<file path="config.mk">
export PLATFORM = sky130hd
export DESIGN_NAME = double_ended_queue
export DESIGN_NICKNAME = d
export VERILOG_FILES = /design/src/rtl/dq_pkg.sv /design/src/rtl/dq_ring_ram.sv /design/src/rtl/double_ended_queue.sv
export SDC_FILE = /design/constraint.sdc
export NUM_CORES = 1
export LEC_CHECK = 0
export ABC_AREA = 1
export ABC_CLOCK_PERIOD_IN_PS = 4300
export BUFFER_PORTS_ARGS = -buffer_cell sky130_fd_sc_hd__buf_4
export CAP_MARGIN = 20
export CELL_PAD_IN_SITES_DETAIL_PLACEMENT = 1
export CELL_PAD_IN_SITES_GLOBAL_PLACEMENT = 2
export CORE_MARGIN = 8
export CORE_UTILIZATION = 41
export DETAILED_ROUTE_END_ITERATION = 8
export PLACE_DENSITY = 0.82
export SETUP_SLACK_MARGIN = 0.3
export SYNTH_ARGS = -nofsm -noshare
export SYNTH_HDL_FRONTEND = slang
export SYNTH_SLANG_ARGS = --single-unit
export TNS_END_PERCENT = 50
</file>
<file path="constraint.sdc">
create_clock -name clock -period 4.3 [get_ports clock]
set_input_delay 0.645 -clock clock [delete_from_list [all_inputs] [get_ports clock]]
set_output_delay 0.645 -clock clock [all_outputs]
set_load 0.02 [all_outputs]
</file>
<file path="src/rtl/dq_pkg.sv">
// Shared constants and types for the double-ended queue.
// Used by dq_ring_ram and double_ended_queue; depends on nothing.
package dq_pkg;

   localparam int DEPTH      = 16;
   localparam int DATA_WIDTH = 32;

   localparam int ADDR_W = (DEPTH > 1) ? $clog2(DEPTH) : 1;
   localparam int CNT_W  = $clog2(DEPTH + 1);
   localparam int SUM_W  = CNT_W + 1;

   localparam int KIND_W  = 3;
   localparam int VALUE_W = 32;
   localparam int STAT_W  = 2;
   localparam int OCC_W   = 5;

   localparam logic [KIND_W-1:0] KIND_PUSH_FRONT = 3'd0;
   localparam logic [KIND_W-1:0] KIND_POP_FRONT  = 3'd1;
   localparam logic [KIND_W-1:0] KIND_PUSH_REAR  = 3'd2;
   localparam logic [KIND_W-1:0] KIND_POP_REAR   = 3'd3;
   localparam logic [KIND_W-1:0] KIND_PEEK_FRONT = 3'd4;
   localparam logic [KIND_W-1:0] KIND_PEEK_REAR  = 3'd5;
   localparam logic [KIND_W-1:0] KIND_CLEAR      = 3'd6;

   localparam logic [STAT_W-1:0] ST_OK    = 2'd0;
   localparam logic [STAT_W-1:0] ST_EMPTY = 2'd1;
   localparam logic [STAT_W-1:0] ST_FULL  = 2'd2;

   typedef struct packed {
      logic                  wr_en;
      logic [ADDR_W-1:0]     wr_addr;
      logic [DATA_WIDTH-1:0] wr_data;
      logic                  rd_en;
      logic [ADDR_W-1:0]     rd_addr;
   } ram_req_type;

endpackage

</file>
<file path="src/rtl/dq_ring_ram.sv">
// Ring storage: one write and one read port, registered read data.
// Depends on dq_pkg for sizes and the request struct.
module dq_ring_ram (
   input  logic                           clock,
   input  dq_pkg::ram_req_type            ram_req,
   output logic [dq_pkg::DATA_WIDTH-1:0]  rd_data
);

   logic [dq_pkg::DATA_WIDTH-1:0] mem [dq_pkg::DEPTH];
   logic [dq_pkg::DATA_WIDTH-1:0] rd_data_ff;

   always_ff @(posedge clock) begin
      if (ram_req.wr_en) begin
         mem[ram_req.wr_addr] <= ram_req.wr_data;
      end
      if (ram_req.rd_en) begin
         rd_data_ff <= mem[ram_req.rd_addr];
      end
   end

   assign rd_data = rd_data_ff;

endmodule

</file>
<file path="src/rtl/double_ended_queue.sv">
// Double-ended queue over a ring memory with head pointer and entry count.
// Depends on dq_pkg and dq_ring_ram.
//
//   channel  direction  beat fields                       handshake
//   req      in         kind, value                       req_valid / req_stall
//   rsp      out        status, data, occupancy           rsp_valid / rsp_stall
//
// For each request, pointer and count update at acceptance, a read
// is issued to the ring memory in that cycle and its data appears with the beat
// on the next cycle. One request per cycle is sustained while rsp is not stalled.
// Synchronous active-high reset empties the queue; the memory is not cleared.
// A held rsp beat stalls req until it is taken.
module double_ended_queue (
   input  logic                          clock,
   input  logic                          reset,
   input  logic                          req_valid,
   output logic                          req_stall,
   input  logic [dq_pkg::KIND_W-1:0]     req_kind,
   input  logic [dq_pkg::VALUE_W-1:0]    req_value,
   output logic                          rsp_valid,
   input  logic                          rsp_stall,
   output logic [dq_pkg::STAT_W-1:0]     rsp_status,
   output logic [dq_pkg::VALUE_W-1:0]    rsp_data,
   output logic [dq_pkg::OCC_W-1:0]      rsp_occupancy
);

   logic [dq_pkg::ADDR_W-1:0]     head_ff, head_in;
   logic [dq_pkg::CNT_W-1:0]      count_ff, count_in;
   logic                          rsp_valid_ff, rsp_valid_in;
   logic [dq_pkg::STAT_W-1:0]     status_ff, status_in;
   logic [dq_pkg::CNT_W-1:0]      occ_ff;
   logic                          rdsel_ff, rdsel_in;

   logic                          accept;
   logic                          full, empty;
   logic [dq_pkg::ADDR_W-1:0]     head_dec, head_inc, tail_idx, rear_idx;
   logic [dq_pkg::SUM_W-1:0]      sum, sum_m1;
   dq_pkg::ram_req_type           ram_req;
   logic [dq_pkg::DATA_WIDTH-1:0] rd_data;

   assign req_stall = rsp_valid_ff && rsp_stall;
   assign accept    = req_valid && !req_stall;

   assign full  = (count_ff == dq_pkg::CNT_W'(dq_pkg::DEPTH));
   assign empty = (count_ff == '0);

   always_comb begin
      head_dec = (head_ff == '0) ? dq_pkg::ADDR_W'(dq_pkg::DEPTH - 1) : head_ff - 1'b1;
      head_inc = (head_ff == dq_pkg::ADDR_W'(dq_pkg::DEPTH - 1)) ? '0 : head_ff + 1'b1;
      sum      = dq_pkg::SUM_W'(head_ff) + dq_pkg::SUM_W'(count_ff);
      sum_m1   = sum - 1'b1;
      tail_idx = (sum >= dq_pkg::SUM_W'(dq_pkg::DEPTH))
                 ? dq_pkg::ADDR_W'(sum - dq_pkg::SUM_W'(dq_pkg::DEPTH))
                 : dq_pkg::ADDR_W'(sum);
      rear_idx = (sum_m1 >= dq_pkg::SUM_W'(dq_pkg::DEPTH))
                 ? dq_pkg::ADDR_W'(sum_m1 - dq_pkg::SUM_W'(dq_pkg::DEPTH))
                 : dq_pkg::ADDR_W'(sum_m1);
   end

   always_comb begin
      head_in         = head_ff;
      count_in        = count_ff;
      status_in       = dq_pkg::ST_OK;
      rdsel_in        = 1'b0;
      ram_req.wr_en   = 1'b0;
      ram_req.wr_addr = tail_idx;
      ram_req.wr_data = dq_pkg::DATA_WIDTH'(req_value);
      ram_req.rd_en   = 1'b0;
      ram_req.rd_addr = head_ff;
      case (req_kind)
         dq_pkg::KIND_PUSH_FRONT, dq_pkg::KIND_PUSH_REAR: begin
            if (full) begin
               status_in = dq_pkg::ST_FULL;
            end else begin
               ram_req.wr_en = accept;
               count_in      = count_ff + 1'b1;
               if (req_kind == dq_pkg::KIND_PUSH_FRONT) begin
                  ram_req.wr_addr = head_dec;
                  head_in         = head_dec;
               end
            end
         end
         dq_pkg::KIND_POP_FRONT, dq_pkg::KIND_PEEK_FRONT: begin
            if (empty) begin
               status_in = dq_pkg::ST_EMPTY;
            end else begin
               ram_req.rd_en = accept;
               rdsel_in      = 1'b1;
               if (req_kind == dq_pkg::KIND_POP_FRONT) begin
                  head_in  = head_inc;
                  count_in = count_ff - 1'b1;
               end
            end
         end
         dq_pkg::KIND_POP_REAR, dq_pkg::KIND_PEEK_REAR: begin
            ram_req.rd_addr = rear_idx;
            if (empty) begin
               status_in = dq_pkg::ST_EMPTY;
            end else begin
               ram_req.rd_en = accept;
               rdsel_in      = 1'b1;
               if (req_kind == dq_pkg::KIND_POP_REAR) begin
                  count_in = count_ff - 1'b1;
               end
            end
         end
         dq_pkg::KIND_CLEAR: begin
            head_in  = '0;
            count_in = '0;
         end
         default: begin
         end
      endcase
   end

   always_comb begin
      rsp_valid_in = rsp_valid_ff && rsp_stall;
      if (accept) begin
         rsp_valid_in = 1'b1;
      end
   end

   always_ff @(posedge clock) begin
      if (reset) begin
         head_ff      <= '0;
         count_ff     <= '0;
         rsp_valid_ff <= 1'b0;
      end else begin
         rsp_valid_ff <= rsp_valid_in;
         if (accept) begin
            head_ff  <= head_in;
            count_ff <= count_in;
         end
      end
   end

   always_ff @(posedge clock) begin
      if (accept) begin
         status_ff <= status_in;
         occ_ff    <= count_in;
         rdsel_ff  <= rdsel_in;
      end
   end

   dq_ring_ram u_ring_ram (
      .clock   (clock),
      .ram_req (ram_req),
      .rd_data (rd_data)
   );

   assign rsp_valid     = rsp_valid_ff;
   assign rsp_status    = status_ff;
   assign rsp_data      = rdsel_ff ? dq_pkg::VALUE_W'(rd_data) : '0;
   assign rsp_occupancy = dq_pkg::OCC_W'(occ_ff);

`ifndef ASSERT_OFF
   a_count_bound: assert property (@(posedge clock) disable iff (reset)
      count_ff <= dq_pkg::CNT_W'(dq_pkg::DEPTH))
      else $error("entry count above depth");

   a_head_bound: assert property (@(posedge clock) disable iff (reset)
      head_ff <= dq_pkg::ADDR_W'(dq_pkg::DEPTH - 1))
      else $error("head pointer out of range");

   a_full_push_holds: assert property (@(posedge clock) disable iff (reset)
      accept && full && (req_kind == dq_pkg::KIND_PUSH_FRONT ||
                         req_kind == dq_pkg::KIND_PUSH_REAR)
      |=> $stable(count_ff) && $stable(head_ff))
      else $error("push into full queue changed state");

   a_pop_decrements: assert property (@(posedge clock) disable iff (reset)
      accept && !empty && (req_kind == dq_pkg::KIND_POP_FRONT ||
                           req_kind == dq_pkg::KIND_POP_REAR)
      |=> count_ff == $past(count_ff) - 1'b1)
      else $error("pop did not drop one entry");

   a_data_zero_on_error: assert property (@(posedge clock) disable iff (reset)
      rsp_valid && rsp_status != dq_pkg::ST_OK |-> rsp_data == '0)
      else $error("data not zero on non-ok beat");
`endif

endmodule
</file>
# Word-level counts from Yosys, hierarchy flattened
# Memory sizes are Yosys's and may differ from the RTL's. A register that Yosys moved wholly into a read port is not among the register bits.
# Cells that the tools add are included.
classes:
  add_sub_neg: 8
  eq_ne: 12
  n_mux: 29
  magnitude_cmp: 2
  reduce_logical: 12
op_table:
  columns: ["op", "count"]
  rows:
  - ["2-to-1 mux 4 bit", 10]
  - ["2-to-1 mux 5 bit", 7]
  - ["2-to-1 mux 32 bit", 1]
  - ["case mux 5 bit (4 select lines)", 1]
  - [">= comparator 6 x 5 -> 1 bit, second input constant", 2]
  - ["case mux 4 bit (3 select lines)", 1]
  - ["subtractor 4 x 1 -> 4 bit, second input constant", 3]
  - ["== test 3 bit, second input constant", 3]
  - ["!= test 2 bit, second input constant", 4]
  - ["2-to-1 mux 1 bit", 7]
  - ["adder 4 x 5 -> 6 bit", 1]
  - ["== test 3 x 2 -> 1 bit, second input constant", 2]
  - ["AND reduction 6 bit", 1]
  - ["OR reduction 2 bit", 3]
  - ["subtractor 6 x 1 -> 6 bit, second input constant", 1]
  - ["adder 5 x 1 -> 5 bit, second input constant", 1]
  - ["== test 5 bit, second input constant", 1]
  - ["zero test 5 bit", 1]
  - ["subtractor 5 x 1 -> 5 bit, second input constant", 1]
  - ["adder 4 x 1 -> 4 bit, second input constant", 1]
  - ["== test 4 bit, second input constant", 1]
  - ["zero test 4 bit", 1]
  - ["case mux 2 bit (2 select lines)", 1]
  - ["OR reduction 4 bit", 1]
  - ["6 further kinds", 7]
word_totals:
  in_bits: 39
  word_cells: 70
  out_inout_bits: 41
  n_memories: 1
  ram_bits: 512
  reg_bits: 18
mem_list:
  columns: ["name", "words", "word_bits", "read_ports", "rd_clocked_by_memory_dff", "wr", "line", "rtl"]
  rows:
  - ["u_ring_ram.mem", 16, 32, 1, 1, 1, "dq_ring_ram.sv:9", "logic [dq_pkg::DATA_WIDTH-1:0] mem [dq_pkg::DEPTH];"]

# Longest topological paths before layout
depth:
  depth_word: 8
  mapped_depth: 14
  mapped_depth_nobuf: 13

# Cells and area by module
# Synthesis repeated with hierarchy kept, for this count alone.
hier_totals:
  hier_cells: 2421
  area_unflattened_um2: 24885.1
modules_own_cells:
  columns: ["module", "cells_each", "area_each_um2", "n_inst"]
  rows:
  - ["dq_ring_ram", 2120, 23050.9, 1]
  - ["double_ended_queue", 301, 1834.3, 1]

# Least setup slack after synthesis
# OpenSTA, ideal clock, no wires.
synth_path:
  path_kind: "input to register"
  start: "input rsp_stall"
  end: "memory u_ring_ram.mem[4][0] (netlist name), enable pin"
  path_stages: 7
  n_path_buf: 0
  setup_slack_ps: 432
  arrival_ps: 3447
  setup_ps: 421
  path_cell_list: "nand2_1 inv_1 nor2_1 inv_1 nor2_1 nand3_1 nor2_1"
synth_between:
  elab_chain_cells: 7
synth_lines:
  columns: ["element", "line", "rtl"]
  rows:
  - ["from (decl)", "double_ended_queue.sv:21", "input logic rsp_stall,"]
  - ["logical AND 1 bit", "double_ended_queue.sv:41", "assign req_stall = rsp_valid_ff && rsp_stall;"]
  - ["named net req_stall", "double_ended_queue.sv:17", "output logic req_stall,"]
  - ["zero test 1 bit", "double_ended_queue.sv:42", "assign accept = req_valid && !req_stall;"]
  - ["logical AND 1 bit", "double_ended_queue.sv:42", null]
  - ["named net accept", "double_ended_queue.sv:34", "logic accept;"]
  - ["2-to-1 mux 5 bit", "double_ended_queue.sv:72", "if (full) begin"]
  - ["2-to-1 mux 5 bit", "double_ended_queue.sv:70", "case (req_kind)"]
  - ["2-to-1 mux 1 bit", "dq_ring_ram.sv:13", "if (ram_req.wr_en) begin"]
  - ["2-to-1 mux 1 bit (implied by the code)", "dq_ring_ram.sv:14", "mem[ram_req.wr_addr] <= ram_req.wr_data;"]
  - ["to (decl)", "dq_ring_ram.sv:9", null]
# The timed path passes the listed nets, and every way through them passes these cells.

# Worst setup path after layout
layout_path:
  start: "register head_ff[0] (netlist name)"
  end: "register u_ring_ram.rd_data_ff, in the netlist u_ring_ram.rd_data[14] (read register of u_ring_ram.mem) (data pin)"
layout_between:
  elab_chain_cells: 5
  elab_cells_between_ends: 6
layout_lines:
  columns: ["element", "line", "rtl"]
  rows:
  - ["from (decl)", "double_ended_queue.sv:27", "logic [dq_pkg::ADDR_W-1:0] head_ff, head_in;"]
  - ["from (signal assigned)", "double_ended_queue.sv:131", "head_ff <= head_in;"]
  - ["adder 4 x 5 -> 6 bit", "double_ended_queue.sv:50", "sum = dq_pkg::SUM_W'(head_ff) + dq_pkg::SUM_W'(count_ff);"]
  - ["subtractor 6 x 1 -> 6 bit", "double_ended_queue.sv:51", "sum_m1 = sum - 1'b1;"]
  - [">= comparator 6 x 5 -> 1 bit / subtractor 4 x 1 -> 4 bit (equally long branches)", "double_ended_queue.sv:55, double_ended_queue.sv:56", null]
  - ["2-to-1 mux 4 bit", "double_ended_queue.sv:56", "? dq_pkg::ADDR_W'(sum_m1 - dq_pkg::SUM_W'(dq_pkg::DEPTH))"]
  - ["2-to-1 mux 4 bit *", "double_ended_queue.sv:70", null]
  - ["to (decl)", "dq_ring_ram.sv:10", "logic [dq_pkg::DATA_WIDTH-1:0] rd_data_ff;"]
# Mark *: on every way between the ends. The rest lies on a longest branch, timed or not.
# A chain may end at the register's enable or synchronous reset.

==> impl.org <==
** Run status
- The run finished with clean final reports.

** Yosys
- The synthesized design spends more area on one cell type than any other, namely sky130_fd_sc_hd__edfxtp_1.
- Cell count after synthesis :: 2414
- Synthesis produced a netlist with a net count of 2462.
- Count of state elements after synthesis :: 562
- Post-synthesis area per instance :: 10.4 µm²
- Sequential elements use between 60% and 70% of the synthesized area.
- Post-synth cell types :: 27
- Yosys attributes the largest share of cell area to sky130_fd_sc_hd__edfxtp_1 66%, sky130_fd_sc_hd__nand3_1 11%, sky130_fd_sc_hd__inv_1 7.3%, sky130_fd_sc_hd__nand2_1 6.9%, sky130_fd_sc_hd__nand3b_1 2.9%.
- Yosys warns :: 0
- Synthesized cell area :: 25100 µm²
- Of the post-synthesis cell area, the dominant cell type holds 66.0%.

** Die
- In this run the standard cell core region covers 60500 µm².
- I/O pin count :: 80
- Number of cell rows :: 90
- Area of the die :: 69400 µm²
- For this configuration, the core starts out at a cell density of 41.5%.
- Die Height :: 264 µm
- Chip width :: 264 µm

** Timing
- Setup repair after global routing left no endpoint under its margin.
- Adding up every negative setup slack in the final design gives 0 ns.
- Derived from the worst setup path, the maximum achievable clock frequency is 298 MHz.
- Number of setup violations in the final report :: 0
- Final Hold Fails :: 0
- Between clock sinks in the finished design, the worst skew comes to 0.0192 ns.
- The number of pins with negative max-slew slack in the final report was 0.
- Actual transition at the worst max-transition pin :: 0.825 ns
- In the finished design, the share of the clock period the worst path needs comes to between 70% and 80%.
- Hold timing on the final database bottoms out at a slack of 0.266 ns.
- The worst pin sits at a relative slew slack of 44.9%.
- Tmin final :: between 3 and 4 ns

** Worst setup path
- Type of the worst setup path :: reg -> reg
- Setup slack on the worst reg-to-reg path comes out at 0.95 ns.
- Data on the critical path arrives at its endpoint at 3.72 ns.
- In this run the critical register-to-register path is captured at u_ring_ram.rd_data[14].
- Measured in cells, the most critical reg-to-reg path has a length of 13.
- Maximum net fanout on the critical path :: between 40 and 50
- The worst setup path is captured at a register.
- STA classifies the critical path startpoint as a register.
- For the worst setup path, the data required time is 4.67 ns.
- The startpoint identified for the worst register-to-register timing path is head_ff[0].

** Routing
- Summing over every cut layer, the via total after detailed routing is 17781.
- Using the TritonRoute via totals, the vias-per-cell ratio works out to 5.38.
- In the routed design, unresolved DRC markers number 0.
- Wires add up to 76.5 mm.
- The first routing iteration left 1250 violations.
- In this run the remaining antenna-violating nets after routing total 0.
- Before antenna repair, the detailed router went through 6 iterations.
- After detailed routing, the average wire length per cell comes to 23.1 µm.

** Clock network
- Reg clk slew, reported paths :: 0.06 ns
- In this run, CTS created clock tree buffers numbering 60.
- Latest clock arrival within the worst-skew pair :: 0.63 ns
- CTS H-tree lvls :: 2
- Cell at the root of the clock tree :: sky130_fd_sc_hd__clkbuf_16
- Clock Path Buffers :: 3
- In this run, post-CTS repair resized a total of 0 instances.
- For this design, the CTS-stage hold fixing added 0 buffers.
- Clock Sinks :: between 500 and 600
- Clock tree from TritonCTS :: yes
- Number of setup buffers added after CTS :: 0

** Finish
- In the layout the commonest cells are 572 x sky130_fd_sc_hd__nand3_1, 552 x sky130_fd_sc_hd__edfxtp_1, 486 x sky130_fd_sc_hd__inv_1, 458 x sky130_fd_sc_hd__nand2_1, 103 x sky130_fd_sc_hd__buf_4.
- After the flow finishes, the layout carries non-filler instances totaling 3307.
- Cell area after layout :: 28900 µm²
- Most common cell after layout, fill and taps aside :: sky130_fd_sc_hd__nand3_1
- From synthesis to final layout, the design area changed by 14.9%.
- Of the cells placed in the final design, the portion with a size suffix greater than 1 is 9.51%.
- Final layout net count :: 2522

** Placement
- Detailed placement finished with a half-perimeter wire length of roughly 43 mm.
- Cell area reported after detailed placement :: 27000 µm²
- Final estimated routing congestion in global placement :: about 0.8
- Number of cells after detailed placement :: approximately 3200
- Number of input and output port buffers inserted :: 79

** GRT
- Entering global routing, the biggest net connects 129 pins.
- The via count of the first global-routing pass was 19126.
- Total Routing Usage GR :: 21.7%
- First-pass GRT wire length :: 116 mm
- The total overflow left after global routing is 0.
- The initial antenna violation count came to 2.

** Min path
- The path with the worst hold slack has its endpoint at rsp_valid.
- The startpoint identified for the worst hold timing path is reset.
- The tightest min-delay check is of the in -> reg type.
- The worst hold path was traced through 2 stages.

** Power and ir drop
- The worst-case IR drop observed on VDD is 0.331 mV.
- Summed over all cells, the static leakage comes to 12.1 nW.
- Power per unit of standard cell area :: between 400 and 500 nW/µm²

** Flow run
- Count of maximum capacitance violations :: 0
## layout make-up
cell class	instances	area (µm²)
diodes	1	2.50
clock buffers	71	1540
clock inverters	41	358
fillers	6505	31600
inverters	491	1840
multi-input cells	1233	6130
flip-flops and latches	562	16800
well taps	782	978
repair buffers	126	1230
## registers in the layout (all words and copies together), names as in the netlist
name and flops:
u_ring_ram.mem 512, rdsel_ff 1, rsp_status 2, rsp_occupancy 5
u_ring_ram.rd_data 32, head_ff 4, count_ff 5, rsp_valid 1
## cells in the mapped netlist
cell type                  instances
sky130_fd_sc_hd__nand4_2           2
sky130_fd_sc_hd__ha_1              8
sky130_fd_sc_hd__fa_1              1
sky130_fd_sc_hd__nand3_1         572
sky130_fd_sc_hd__buf_4             2
sky130_fd_sc_hd__nand3b_1         96
sky130_fd_sc_hd__edfxtp_1        552
sky130_fd_sc_hd__nand2_4           1
sky130_fd_sc_hd__o21ai_1           1
sky130_fd_sc_hd__nand4_1           2
sky130_fd_sc_hd__nor2_1           40
sky130_fd_sc_hd__buf_2            73
sky130_fd_sc_hd__buf_1             7
sky130_fd_sc_hd__clkbuf_1         46
sky130_fd_sc_hd__nand3_4           1
sky130_fd_sc_hd__nand2_2           5
sky130_fd_sc_hd__inv_2             4
sky130_fd_sc_hd__o211ai_1          2
sky130_fd_sc_hd__a21oi_1          17
sky130_fd_sc_hd__nor3_1            3
sky130_fd_sc_hd__o21ai_0          16
sky130_fd_sc_hd__inv_1           487
sky130_fd_sc_hd__xor2_1            2
sky130_fd_sc_hd__nand2_1         461
sky130_fd_sc_hd__xnor2_1           2
sky130_fd_sc_hd__o22ai_1           1
sky130_fd_sc_hd__dfxtp_1          10
## critical path: stages, from the launching register on
cell and delay, ns:
sky130_fd_sc_hd__dfxtp_1 0.40, sky130_fd_sc_hd__ha_1 0.27, sky130_fd_sc_hd__fa_1 0.51, sky130_fd_sc_hd__inv_1 0.06, sky130_fd_sc_hd__ha_1 0.20, sky130_fd_sc_hd__inv_1 0.06, sky130_fd_sc_hd__nand2_1 0.05, sky130_fd_sc_hd__nand2_1 0.06
sky130_fd_sc_hd__nand2_1 0.08, sky130_fd_sc_hd__nand2_4 0.28, sky130_fd_sc_hd__buf_4 0.67, sky130_fd_sc_hd__nand3_1 0.21, sky130_fd_sc_hd__nand3_1 0.13, sky130_fd_sc_hd__nand2_1 0.09
## layer usage
layer  up-vias  global-route usage [%]  routed length, µm
li1       8112                       -                  -
met1      9063                    27.7              32600
met2       467                    37.8              37900
met3       137                    3.03               3920
met4         2                    6.89               2010
met5         -                       0                 13
## worst max-delay path by stage
stage / startpoint / to / slack (ns) / cells past startpoint
after global placement: head_ff[0] / u_ring_ram.rd_data[14] / 0.94 / 13
final: head_ff[0] / u_ring_ram.rd_data[14] / 0.95 / 13
after floorplan: rsp_stall / u_ring_ram.mem[4][0] / 0.43 / 7
after detailed placement: req_kind[2] / u_ring_ram.rd_data[11] / 0.91 / 11
after CTS: head_ff[0] / u_ring_ram.rd_data[14] / 0.94 / 13
after global routing: head_ff[0] / u_ring_ram.rd_data[29] / 0.76 / 11
## logic make-up (layout without fill, tap and decap cells)
family / count (synthesis) / after routing / synth area share (%)
buffers and inverters: 619 / 729 / 9.64
AOI/OAI and AO/OA: 37 / 37 / 0.762
and+or+nand+nor: 1183 / 1183 / 22.2
xor gates and xnor gates: 4 / 4 / 0.139
DFF: 562 / 562 / 66.8
adders and majority gates: 9 / 9 / 0.478
other: 0 / 1 / 0
## report_power, final
part / switching, W / total, W / internal [W]
Combinational: 0.00128 / 0.00179 / 0.000517
Sequential: 0.0000507 / 0.00619 / 0.00613
Clock: 0.00217 / 0.00508 / 0.00291
## per-stage QoR
stage	setup WS, ns	total power, W	util (%)
global route	0.759	0.0135	47.7
floorplan	0.432	0.00737	-
detailed placement	0.915	0.00811	44.6
CTS	0.937	0.0132	47.7
finish	0.946	0.0131	47.7
global placement	0.936	0.00806	44.6
Power figures use the tool's default switching activity.
